[config.mk]
export PLATFORM = sky130hd
export DESIGN_NAME = position_pid_with_clamps
export DESIGN_NICKNAME = d
export VERILOG_FILES = /design/src/ppid_pkg.sv /design/src/ppid_err.sv /design/src/ppid_mac.sv /design/src/position_pid_with_clamps.sv
export SDC_FILE = /design/constraint.sdc
export NUM_CORES = 2
export LEC_CHECK = 0
export ABC_AREA = 1
export BUFFER_PORTS_ARGS = -buffer_cell sky130_fd_sc_hd__buf_2
export CORE_ASPECT_RATIO = 1.5
export CORE_MARGIN = 1.5
export CORE_UTILIZATION = 45
export CTS_CLUSTER_DIAMETER = 120
export DETAILED_ROUTE_END_ITERATION = 8
export GPL_ROUTABILITY_DRIVEN = 0
export SYNTH_ARGS = -nofsm -noshare
export SYNTH_HDL_FRONTEND = slang
export SYNTH_SLANG_ARGS = --single-unit
[constraint.sdc]
create_clock -name clk_i -period 11.4 [get_ports clk_i]
set_input_delay 3.42 -clock clk_i [delete_from_list [all_inputs] [get_ports clk_i]]
set_output_delay 3.42 -clock clk_i [all_outputs]
set_load 0.01 [all_outputs]
[src/ppid_pkg.sv]
// ----------------------------------------------------------------------------
// ppid_pkg
// Shared types and constants for the position PID controller with clamps.
// ----------------------------------------------------------------------------
package ppid_pkg;

  // Field widths fixed by the register map and the result beat
  localparam int GAIN_W   = 16;
  localparam int LIMIT_W  = 10;
  localparam int OLIM_W   = 8;
  localparam int ISUM_W   = 11;
  localparam int DRIVE_W  = 9;
  localparam int DIR_W    = 2;
  localparam int CFG_IDX_W = 3;

  // Reset values of the configuration registers
  localparam int              TARGET_RST = 1000;
  localparam logic [GAIN_W-1:0]  KP_RST   = 16'd410;
  localparam logic [GAIN_W-1:0]  KD_RST   = 16'd26624;
  localparam logic [GAIN_W-1:0]  KI_RST   = 16'd0;
  localparam logic [LIMIT_W-1:0] ILIM_RST = 10'd50;
  localparam logic [LIMIT_W-1:0] DB_RST   = 10'd2;
  localparam logic [OLIM_W-1:0]  OLIM_RST = 8'd30;

  // Register indexes on the configuration port
  typedef enum logic [CFG_IDX_W-1:0] {
    REG_TARGET   = 3'd0,
    REG_KP       = 3'd1,
    REG_KD       = 3'd2,
    REG_KI       = 3'd3,
    REG_ILIM     = 3'd4,
    REG_DEADBAND = 3'd5,
    REG_OLIM     = 3'd6
  } cfg_reg_e;

  // Direction code driven to the bridge enables
  typedef enum logic [DIR_W-1:0] {
    DIR_STOP = 2'd0,
    DIR_NEG  = 2'd1,
    DIR_POS  = 2'd2
  } dir_e;

  // Gains and output clamp used by the weighting stage
  typedef struct packed {
    logic [GAIN_W-1:0] kp;
    logic [GAIN_W-1:0] kd;
    logic [GAIN_W-1:0] ki;
    logic [OLIM_W-1:0] olim;
  } gains_t;

  // Integral clamp settings used by the error stage
  typedef struct packed {
    logic [LIMIT_W-1:0] ilim;
    logic [LIMIT_W-1:0] deadband;
  } integ_cfg_t;

endpackage

[src/ppid_err.sv]
// ----------------------------------------------------------------------------
// ppid_err
// Error stage: error, error difference and clamped integral (cleared inside the deadband), registered.
// ----------------------------------------------------------------------------
module ppid_err
  import ppid_pkg::*;
#(
  parameter int POSITION_WIDTH = 24
) (
  input  logic                             clk_i,
  input  logic                             rst_ni,
  input  logic                             load_i,
  input  logic signed [POSITION_WIDTH-1:0] pos_i,
  input  logic signed [POSITION_WIDTH-1:0] target_i,
  input  integ_cfg_t                       cfg_i,
  output logic signed [POSITION_WIDTH:0]   err_o,
  output logic signed [POSITION_WIDTH+1:0] diff_o,
  output logic signed [ISUM_W-1:0]         isum_o
);

  localparam int EW = POSITION_WIDTH + 1;
  localparam int SW = POSITION_WIDTH + 2;

  // err_q doubles as the previous error for the next beat
  logic signed [EW-1:0]     err_q, err_d;
  logic signed [SW-1:0]     diff_q, diff_d;
  logic signed [ISUM_W-1:0] isum_q, isum_d;

  logic signed [SW-1:0] sum_raw, ilim_s;
  logic signed [EW-1:0] db_s;
  logic                 in_band;

  always_comb begin
    err_d   = EW'(target_i) - EW'(pos_i);
    diff_d  = SW'(err_d) - SW'(err_q);
    sum_raw = SW'(isum_q) + SW'(err_d);
    ilim_s  = $signed({{(SW-LIMIT_W){1'b0}}, cfg_i.ilim});
    db_s    = $signed({{(EW-LIMIT_W){1'b0}}, cfg_i.deadband});
    in_band = (err_d <= db_s) && (err_d >= -db_s);
    if (in_band) begin
      isum_d = '0;
    end else if (sum_raw > ilim_s) begin
      isum_d = ISUM_W'(ilim_s);
    end else if (sum_raw < -ilim_s) begin
      isum_d = ISUM_W'(-ilim_s);
    end else begin
      isum_d = ISUM_W'(sum_raw);
    end
  end

  always_ff @(posedge clk_i or negedge rst_ni) begin
    if (!rst_ni) begin
      err_q  <= '0;
      diff_q <= '0;
      isum_q <= '0;
    end else if (load_i) begin
      err_q  <= err_d;
      diff_q <= diff_d;
      isum_q <= isum_d;
    end
  end

  assign err_o  = err_q;
  assign diff_o = diff_q;
  assign isum_o = isum_q;

endmodule

[src/ppid_mac.sv]
// ----------------------------------------------------------------------------
// ppid_mac
// Weighting stage: gain products, exact sum, truncate toward zero, saturate.
// ----------------------------------------------------------------------------
module ppid_mac
  import ppid_pkg::*;
#(
  parameter int POSITION_WIDTH = 24,
  parameter int GAIN_FRAC_BITS = 12
) (
  input  logic                             clk_i,
  input  logic                             load_i,
  input  logic signed [POSITION_WIDTH:0]   err_i,
  input  logic signed [POSITION_WIDTH+1:0] diff_i,
  input  logic signed [ISUM_W-1:0]         isum_i,
  input  gains_t                           gains_i,
  output logic signed [DRIVE_W-1:0]        drive_o,
  output logic [DIR_W-1:0]                 dir_o
);

  localparam int PW_KP = POSITION_WIDTH + 1 + GAIN_W + 1;
  localparam int PW_KD = POSITION_WIDTH + 2 + GAIN_W + 1;
  localparam int PW_KI = ISUM_W + GAIN_W + 1;
  localparam int AW    = PW_KD + 2;
  localparam int QW    = AW - GAIN_FRAC_BITS;
  localparam logic signed [AW-1:0] RND = AW'((1 << GAIN_FRAC_BITS) - 1);

  logic signed [PW_KP-1:0] p_kp;
  logic signed [PW_KD-1:0] p_kd;
  logic signed [PW_KI-1:0] p_ki;
  logic signed [AW-1:0]    acc, acc_b;
  logic signed [QW-1:0]    quo, olim_s;
  logic signed [DRIVE_W-1:0] drive_d, drive_q;
  dir_e                    dir_d, dir_q;

  always_comb begin
    p_kp  = $signed({1'b0, gains_i.kp}) * err_i;
    p_kd  = $signed({1'b0, gains_i.kd}) * diff_i;
    p_ki  = $signed({1'b0, gains_i.ki}) * isum_i;
    acc   = AW'(p_kp) + AW'(p_kd) + AW'(p_ki);
    // bias negatives so the shift truncates toward zero
    acc_b = acc[AW-1] ? (acc + RND) : acc;
    quo   = acc_b[AW-1:GAIN_FRAC_BITS];
    olim_s = $signed({{(QW-OLIM_W){1'b0}}, gains_i.olim});
    if (quo > olim_s) begin
      drive_d = DRIVE_W'(olim_s);
    end else if (quo < -olim_s) begin
      drive_d = DRIVE_W'(-olim_s);
    end else begin
      drive_d = DRIVE_W'(quo);
    end
    if (drive_d < 0) begin
      dir_d = DIR_NEG;
    end else if (drive_d > 0) begin
      dir_d = DIR_POS;
    end else begin
      dir_d = DIR_STOP;
    end
  end

  always_ff @(posedge clk_i) begin
    if (load_i) begin
      drive_q <= drive_d;
      dir_q   <= dir_d;
    end
  end

  assign drive_o = drive_q;
  assign dir_o   = dir_q;

endmodule

[src/position_pid_with_clamps.sv]
// Pipeline: an input beat passes the error stage, then the weighting stage, to the result beat.
// Throughput: 1 beat per cycle; both stages advance together whenever the
// result register is empty or drained in the same cycle.
// Reset: asynchronous, active low; clears both valid flags, the previous
// error and the integral, and loads the default gains and limits.
// ----------------------------------------------------------------------------
// position_pid_with_clamps
// Position PID controller with integral clamp, deadband and output saturation.
// ----------------------------------------------------------------------------
module position_pid_with_clamps
  import ppid_pkg::*;
#(
  parameter int POSITION_WIDTH = 24,
  parameter int GAIN_FRAC_BITS = 12
) (
  input  logic                             clk_i,
  input  logic                             rst_ni,
  // configuration write port
  input  logic                             cfg_we_i,
  input  logic [CFG_IDX_W-1:0]             cfg_idx_i,
  input  logic [POSITION_WIDTH-1:0]        cfg_data_i,
  // position beats in
  input  logic                             in_valid_i,
  output logic                             in_ready_o,
  input  logic signed [POSITION_WIDTH-1:0] measured_position_i,
  // drive beats out
  output logic                             out_valid_o,
  input  logic                             out_ready_i,
  output logic signed [DRIVE_W-1:0]        drive_value_o,
  output logic [DIR_W-1:0]                 direction_o
);

  // --------------------------------------------------------------------------
  // Configuration registers: wide writes keep only each register's low bits.
  // --------------------------------------------------------------------------
  logic signed [POSITION_WIDTH-1:0] target_q;
  gains_t                           gains_q;
  integ_cfg_t                       integ_q;

  always_ff @(posedge clk_i or negedge rst_ni) begin
    if (!rst_ni) begin
      target_q         <= POSITION_WIDTH'(TARGET_RST);
      gains_q.kp       <= KP_RST;
      gains_q.kd       <= KD_RST;
      gains_q.ki       <= KI_RST;
      gains_q.olim     <= OLIM_RST;
      integ_q.ilim     <= ILIM_RST;
      integ_q.deadband <= DB_RST;
    end else if (cfg_we_i) begin
      unique case (cfg_reg_e'(cfg_idx_i))
        REG_TARGET:   target_q         <= $signed(cfg_data_i);
        REG_KP:       gains_q.kp       <= cfg_data_i[GAIN_W-1:0];
        REG_KD:       gains_q.kd       <= cfg_data_i[GAIN_W-1:0];
        REG_KI:       gains_q.ki       <= cfg_data_i[GAIN_W-1:0];
        REG_ILIM:     integ_q.ilim     <= cfg_data_i[LIMIT_W-1:0];
        REG_DEADBAND: integ_q.deadband <= cfg_data_i[LIMIT_W-1:0];
        REG_OLIM:     gains_q.olim     <= cfg_data_i[OLIM_W-1:0];
        default: ;  // unmapped index: drop the write
      endcase
    end
  end

  // --------------------------------------------------------------------------
  // Pipeline flow control. The result register drains or refills every cycle
  // the consumer takes it, so the error stage behind it never bubbles.
  // --------------------------------------------------------------------------
  logic s1_valid_q, out_valid_q;
  logic out_go, s1_go, in_go;

  assign out_go     = !out_valid_q || out_ready_i;
  assign s1_go      = s1_valid_q && out_go;
  assign in_ready_o = !s1_valid_q || out_go;
  assign in_go      = in_valid_i && in_ready_o;

  always_ff @(posedge clk_i or negedge rst_ni) begin
    if (!rst_ni) begin
      s1_valid_q  <= 1'b0;
      out_valid_q <= 1'b0;
    end else begin
      // hold the error stage when the result register is stuck
      if (in_go) begin
        s1_valid_q <= 1'b1;
      end else if (s1_go) begin
        s1_valid_q <= 1'b0;
      end
      if (s1_go) begin
        out_valid_q <= 1'b1;
      end else if (out_ready_i) begin
        out_valid_q <= 1'b0;
      end
    end
  end

  assign out_valid_o = out_valid_q;

  // --------------------------------------------------------------------------
  // Error stage: updates the previous error and the integral on every
  // accepted beat, so the next accepted beat sees the updated values.
  // --------------------------------------------------------------------------
  logic signed [POSITION_WIDTH:0]   err;
  logic signed [POSITION_WIDTH+1:0] diff;
  logic signed [ISUM_W-1:0]         isum;

  ppid_err #(
    .POSITION_WIDTH(POSITION_WIDTH)
  ) u_err (
    .clk_i    (clk_i),
    .rst_ni   (rst_ni),
    .load_i   (in_go),
    .pos_i    (measured_position_i),
    .target_i (target_q),
    .cfg_i    (integ_q),
    .err_o    (err),
    .diff_o   (diff),
    .isum_o   (isum)
  );

  // --------------------------------------------------------------------------
  // Weighting stage: products, truncation and saturation into the result
  // register, loaded when the error stage hands over its beat.
  // --------------------------------------------------------------------------
  ppid_mac #(
    .POSITION_WIDTH(POSITION_WIDTH),
    .GAIN_FRAC_BITS(GAIN_FRAC_BITS)
  ) u_mac (
    .clk_i   (clk_i),
    .load_i  (s1_go),
    .err_i   (err),
    .diff_i  (diff),
    .isum_i  (isum),
    .gains_i (gains_q),
    .drive_o (drive_value_o),
    .dir_o   (direction_o)
  );

endmodule

==> Yosys cells after proc, flatten, opt, wreduce, memory -nomap -nowiden <==
Cells that the tools add are included.
W data, S select, Z words.
{ "totals": {"register_bits": 175, "inputBits": 56, "output_inout_bits": 13, "word_cells": 68} }
{ "op_classes": {"add_sub_neg": 9, "n_mul": 3, "n_lt_le_gt_ge": 8, "eq_ne": 6, "muxes": 11, "reduce_logical": 17} }
{ "ops": {"columns": ["operator", "count"], "rows": [
  ["$add A44 B28 Y45", 1],
  ["$add A45 B13 Y45 const B", 1],
  ["$mux W45", 1],
  ["$add A42 B43 Y44", 1],
  ["$mul A17 B26 Y43", 1],
  ["$mul A17 B25 Y42", 1],
  ["$gt A33 B9 Y1", 1],
  ["$lt A33 B33 Y1", 1],
  ["$mux W11", 3],
  ["$neg A8 Y33", 1],
  ["$mul A17 B11 Y28", 1],
  ["$add A11 B25 Y26", 1],
  ["$gt A26 B11 Y1", 1],
  ["$lt A26 B26 Y1", 1],
  ["$neg A10 Y26", 1],
  ["$sub A25 B25 Y26", 1],
  ["$ge A25 B25 Y1", 1],
  ["$le A25 B11 Y1", 1],
  ["$neg A10 Y25", 1],
  ["$sub A24 B24 Y25", 1],
  ["$mux W9", 2],
  ["$reduce_and A2 Y1", 7],
  ["$eq A3 B3 Y1 const B", 3],
  ["$gt A9 B1 Y1 const B", 1],
  ["10 further kinds", 19]
]} }

==> Longest topological paths before layout <==
{ "logic_depth": {"depth_word": 10, "mapped_depth": 61, "depth_no_buf": 58} }

==> Cells and area by module <==
A second synthesis with hierarchy kept.
{ "hier_totals": {"hier_cells": 7540, "area_unflattened_um2": 55625.8} }
{ "by_module_without_submodules": {"columns": ["mod", "n_inst", "cells_per_inst", "area_per_inst_um2", "seq_area_each_um2"], "rows": [
  ["ppid_mac", 1, 5469, 41708.8, 330.3],
  ["ppid_err", 1, 1617, 9862.0, 1551.5],
  ["position_pid_with_clamps", 1, 454, 4055.1, 2580.0]
]} }

==> Worst setup path after synthesis <==
Ideal clock, no wire load.
{ "synth_timing": {"path_type": "flip-flop to flip-flop", "from": "register gains_q[47] (netlist name)", "to": "register u_mac.dir_q[1], in the netlist u_mac.dir_o[1] (data pin)", "setup_time_ns": 0.272, "t_arrival_ns": 10.158, "required_time_ns": 11.128, "setup_slack_ns": 0.970, "path_stages_with_launch": 54, "path_buffers": 3, "period_less_slack_ns": 10.430, "cell_sequence": "dfstp_2 clkbuf_1 clkbuf_1 nand2_1 fa_1 fa_1 inv_1 fa_1 fa_1 inv_1 fa_1 fa_1 fa_1 inv_1 fa_1 inv_1 fa_1 inv_1 [... 18 more ...] nand2_1 inv_1 nand3_1 nor3_1 and3_1 o21ai_0 o211ai_1 or2_2 nand2_1 clkinv_1 nand2_1 o21ai_0 nand2_2 nand2_2 inv_2 nand2_2 nor2_1 a21oi_1"} }
{ "synth_between": {"elab_chain_len": 10, "word_cells_on_any_way": 12, "cone_classes": "add/sub (3); mul (1); order compare (4); mux (4)"} }
{ "synth_lines": {"columns": ["element", "line", "rtl"], "rows": [
  ["start, declared", "position_pid_with_clamps.sv:37", "gains_t gains_q;"],
  ["$mul A17 B25 Y42 *", "ppid_mac.sv:37", "p_kp = $signed({1'b0, gains_i.kp}) * err_i;"],
  ["$add A42 B43 Y44 *", "ppid_mac.sv:40", "acc = AW'(p_kp) + AW'(p_kd) + AW'(p_ki);"],
  ["$add A44 B28 Y45 *", "ppid_mac.sv:40", null],
  ["$add A45 B13 Y45", "ppid_mac.sv:42", "acc_b = acc[AW-1] ? (acc + RND) : acc;"],
  ["$mux W45 *", "ppid_mac.sv:42", null],
  ["$lt A33 B33 Y1", "ppid_mac.sv:47", "end else if (quo < -olim_s) begin"],
  ["$mux W9", "ppid_mac.sv:47", null],
  ["$mux W9 *", "ppid_mac.sv:45", "if (quo > olim_s) begin"],
  ["net u_mac.drive_d[0]", "ppid_mac.sv:33", "logic signed [DRIVE_W-1:0] drive_d, drive_q;"],
  ["$gt A9 B1 Y1", "ppid_mac.sv:54", "end else if (drive_d > 0) begin"],
  ["$mux W2", "ppid_mac.sv:54", null],
  ["end signal, assigned", "ppid_mac.sv:64", "dir_q <= dir_d;"],
  ["end, declared", "ppid_mac.sv:34", "dir_e dir_d, dir_q;"]
]} }
The timed path passes the listed nets; every way through them passes the cells marked *.
A chain may end at the register's enable or synchronous reset.

==> Worst setup path in the final report <==
{ "layout_timing": {"from": "register gains_q[44] (netlist name)", "to": "register u_mac.dir_q[1], in the netlist u_mac.dir_o[1] (data pin)"} }
Same word-level chain as after synthesis.

==> results by group <==
Outcome
  – Outcome: finished, final reports clean

Logic synthesis
  – Top-count cell post-synth: inv_1
  – Sequential area share after synthesis: 8.37%
  – Post-Syn Nets: 8483
  – Area leader, netlist: fa_1
  – Asr flop ratio synth: 93.7%
  – Main flop type after synthesis: dfrtp_1
  – Synth warnings: 0
  – Top-area cell type share of the netlist area: 39.9%
  – Most instantiated cells after synthesis: 2090 x inv_1, 1722 x nand2_1, 1063 x fa_1
  – Post-synth EDFFs: 11
  – Mapped Area: 0.0533 mm^2
  – Post-synthesis register bit count: 175
  – Synth Area per Inst: 7.71 um^2
  – Largest cells by area after synthesis: fa_1 40%, inv_1 15%, nand2_1 12%, ha_1 11%, dfrtp_1 6.7%
  – Cells after Synth: 6910
  – Unique masters post-synth: 59

Floorplanning
  – # IOs: 69
  – Initial Util: 45.3%
  – Die width: 284 um
  – Core ar.: 0.118 mm^2
  – Row count: 154
  – Die outline area: 0.121 mm^2
  – Die height: 424 um

Global route
  – Largest net degree at the start of global routing: 71
  – Initial antenna violation count: 7
  – First-pass GRT wire length: 257000 um
  – Top Usage Layer GRT: met2
  – GR Util met1: 30.0%
  – Gr usage total: 28.1%
  – Total gr overflow: 0
  – Vias in the first global route: 47100
  – Met3 usage: 3.35%
  – Global routing usage on met2: 52.3%

Worst setup path
  – CP endpoint kind: register
  – Top cell family by delay on the critical path: adder cells
  – Kind of critical path: reg -> reg
  – CP Buf/Inv Count: 10
  – Max stage delay cell, worst path: dfstp_4
  – Crit start category: register
  – Critical path arrival: 11.07 ns
  – Max incr delay on CP: 0.71 ns
  – Critical path peak fanout: 7
  – Most used cell, CP: fa_1
  – Worst Path Required: 11.67 ns

Timing
  – Final hold vios: 0
  – Fin Clk Skew: 0.0234 ns
  – Fin crit period: 10.79 ns
  – Fin crit share: 94.7%
  – Slew HR: 20.8%
  – Hold WS: 0.491 ns
  – Slew Viols, Final: 0
  – Final setup fails: 0
  – Peak Freq: 92.6 MHz
  – Worst Tran Pin Value: 1.19 ns

Flow run
  – Max-cap viol count: 0

Detailed routing
  – Drt via density: 5.06
  – Post-route antenna net violation count: 0
  – Number of detailed-route iterations in the first pass: 6
  – Drt drc: 0
  – WL final: 163000 um
  – Initial DRC Count: 2415
  – WL per Instance: 19.2 um
  – Via count: 43100

Layout
  – Share of layout cells above drive strength 1: 8.11%
  – Fill count: 11800
  – Area Growth Syn to Fin: 7.03%
  – Ant diodes: 0
  – Finished Layout Cells: 8512
  – Core Util, Final: 48.5%
  – Nets: 8513

Clocking
  – Hold_buf cts: 0
  – CTS tree: done
  – Total CTS buffers: 17
  – Worst-case clock buffer depth: 2
  – Htree depth: 4
  – Clk_lat worst skew: 0.54 ns
  – CTS clk-pin slew, worst paths: 0.08 ns
  – Sink Count: 175
  – CTS root buffer: clkbuf_16

Placement
  – PortBufs: 68
  – Detailed placement HPWL: 142000 um
  – Placed cells: 8474

Worst hold path
  – HP Class: reg -> reg
[repair_timing]
item	CTS	global route
setup endpoints to repair	0	11
resized for setup	0	83
setup buffers	0	6
endpoints found under the hold margin	0	0
[layout make-up]
| cell class | count | area [um^2] | area share (%) |
|---|---|---|---|
| clock buffers | 17 | 425 | 0.746 |
| repair inverters | 1 | 7.51 | 0.0132 |
| repair buffers | 287 | 2060 | 3.61 |
| flip-flops and latches | 175 | 4510 | 7.91 |
| multi-input cells | 4345 | 40000 | 70.1 |
| inverters | 2113 | 7940 | 13.9 |
| clock inverters | 14 | 151 | 0.265 |
| well taps | 1560 | 1950 | 3.42 |
[cells in the final DEF, fill, tap and decap left out, types with 18 or more instances in the layout]
master / Yosys / layout
a21oi_1: 150 / 144
buf_2: 3 / 67
buf_4: 4 / 213
dfrtp_1: 142 / 114
dfrtp_2: 0 / 28
dfstp_2: 22 / 18
fa_1: 1063 / 1059
ha_1: 454 / 448
inv_1: 2090 / 2086
inv_2: 19 / 21
nand2_1: 1722 / 1715
nand2_2: 47 / 54
nand3_1: 141 / 141
nand4_1: 43 / 43
nor2_1: 194 / 184
nor2_2: 25 / 31
nor3_1: 30 / 26
o21ai_0: 214 / 214
xnor2_1: 31 / 31
xor2_1: 70 / 68
[flip-flops by register name (all words and copies together) (netlist names)]
register       cells
u_err.diff_o      26
integ_q           20
gains_q           56
u_err.isum_o      11
u_mac.dir_o        2
s1_valid_q         1
u_mac.drive_o      9
u_err.err_o       25
out_valid_o        1
target_q          24
[worst reg2reg max path: cells and delay by family, from the launching register on]
kind | cells | cell delay (ns)
buffers and inverters | 10 | 0.85
and+or+nand+nor | 20 | 2.40
DFF | 1 | 0.71
xor gates and xnor gates | 1 | 0.20
AOI/OAI and AO/OA | 7 | 1.07
adders and majority gates | 11 | 5.33
[path summary, 6_finish.rpt]
check	to	depth (start not counted)	slack [ns]	startpoint
setup / recovery	u_mac.dir_o[1]	49	0.61	gains_q[44]
hold / removal	gains_q[34]	2	0.49	gains_q[34]
setup reg to reg	u_mac.dir_o[1]	49	0.61	gains_q[44]
hold reg to reg	gains_q[34]	2	0.49	gains_q[34]
max in group asynchronous	u_err.isum_o[1]	2	6.80	rst_ni
min in group asynchronous	target_q[21]	1	2.92	rst_ni
[logic make-up (layout without fill, tap and decap cells)]
kind of cell,after synthesis,in the layout,share of synthesized area [%]
buffers and inverters,2390,2432,16.9
AOI/OAI and AO/OA,447,447,4.61
xor gates and xnor gates,102,102,1.69
adders and majority gates,1517,1517,50.6
DFF,175,175,8.37
muxes,8,8,0.169
and+or+nand+nor,2271,2271,17.7
[metrics by stage]
| stage | setup WS (ns) | setup TNS (ns) | instance area (um^2) |
|---|---|---|---|
| floorplan | 0.970 | 0 | 53300 |
| global placement | 0.132 | 0 | 56200 |
| detailed placement | 0.117 | 0 | 56200 |
| CTS | 0.0876 | 0 | 56800 |
| global route | -0.0400 | -0.0400 | 57000 |
| finish | 0.605 | 0 | 57000 |
[layer usage]
| layer | up-vias | share of wire (%) | wire [um] |
|---|---|---|---|
| met5 | - | 0.032 | 53 |
| met4 | 8 | 7.3 | 11900 |
| met1 | 21500 | 36 | 58800 |
| met3 | 529 | 4.4 | 7130 |
| met2 | 1232 | 52 | 85400 |
| li1 | 19800 | - | - |
Power is left out: the tool's default activity adds up to more than one toggle a clock period on the data nets, which glitch-free logic cannot reach.
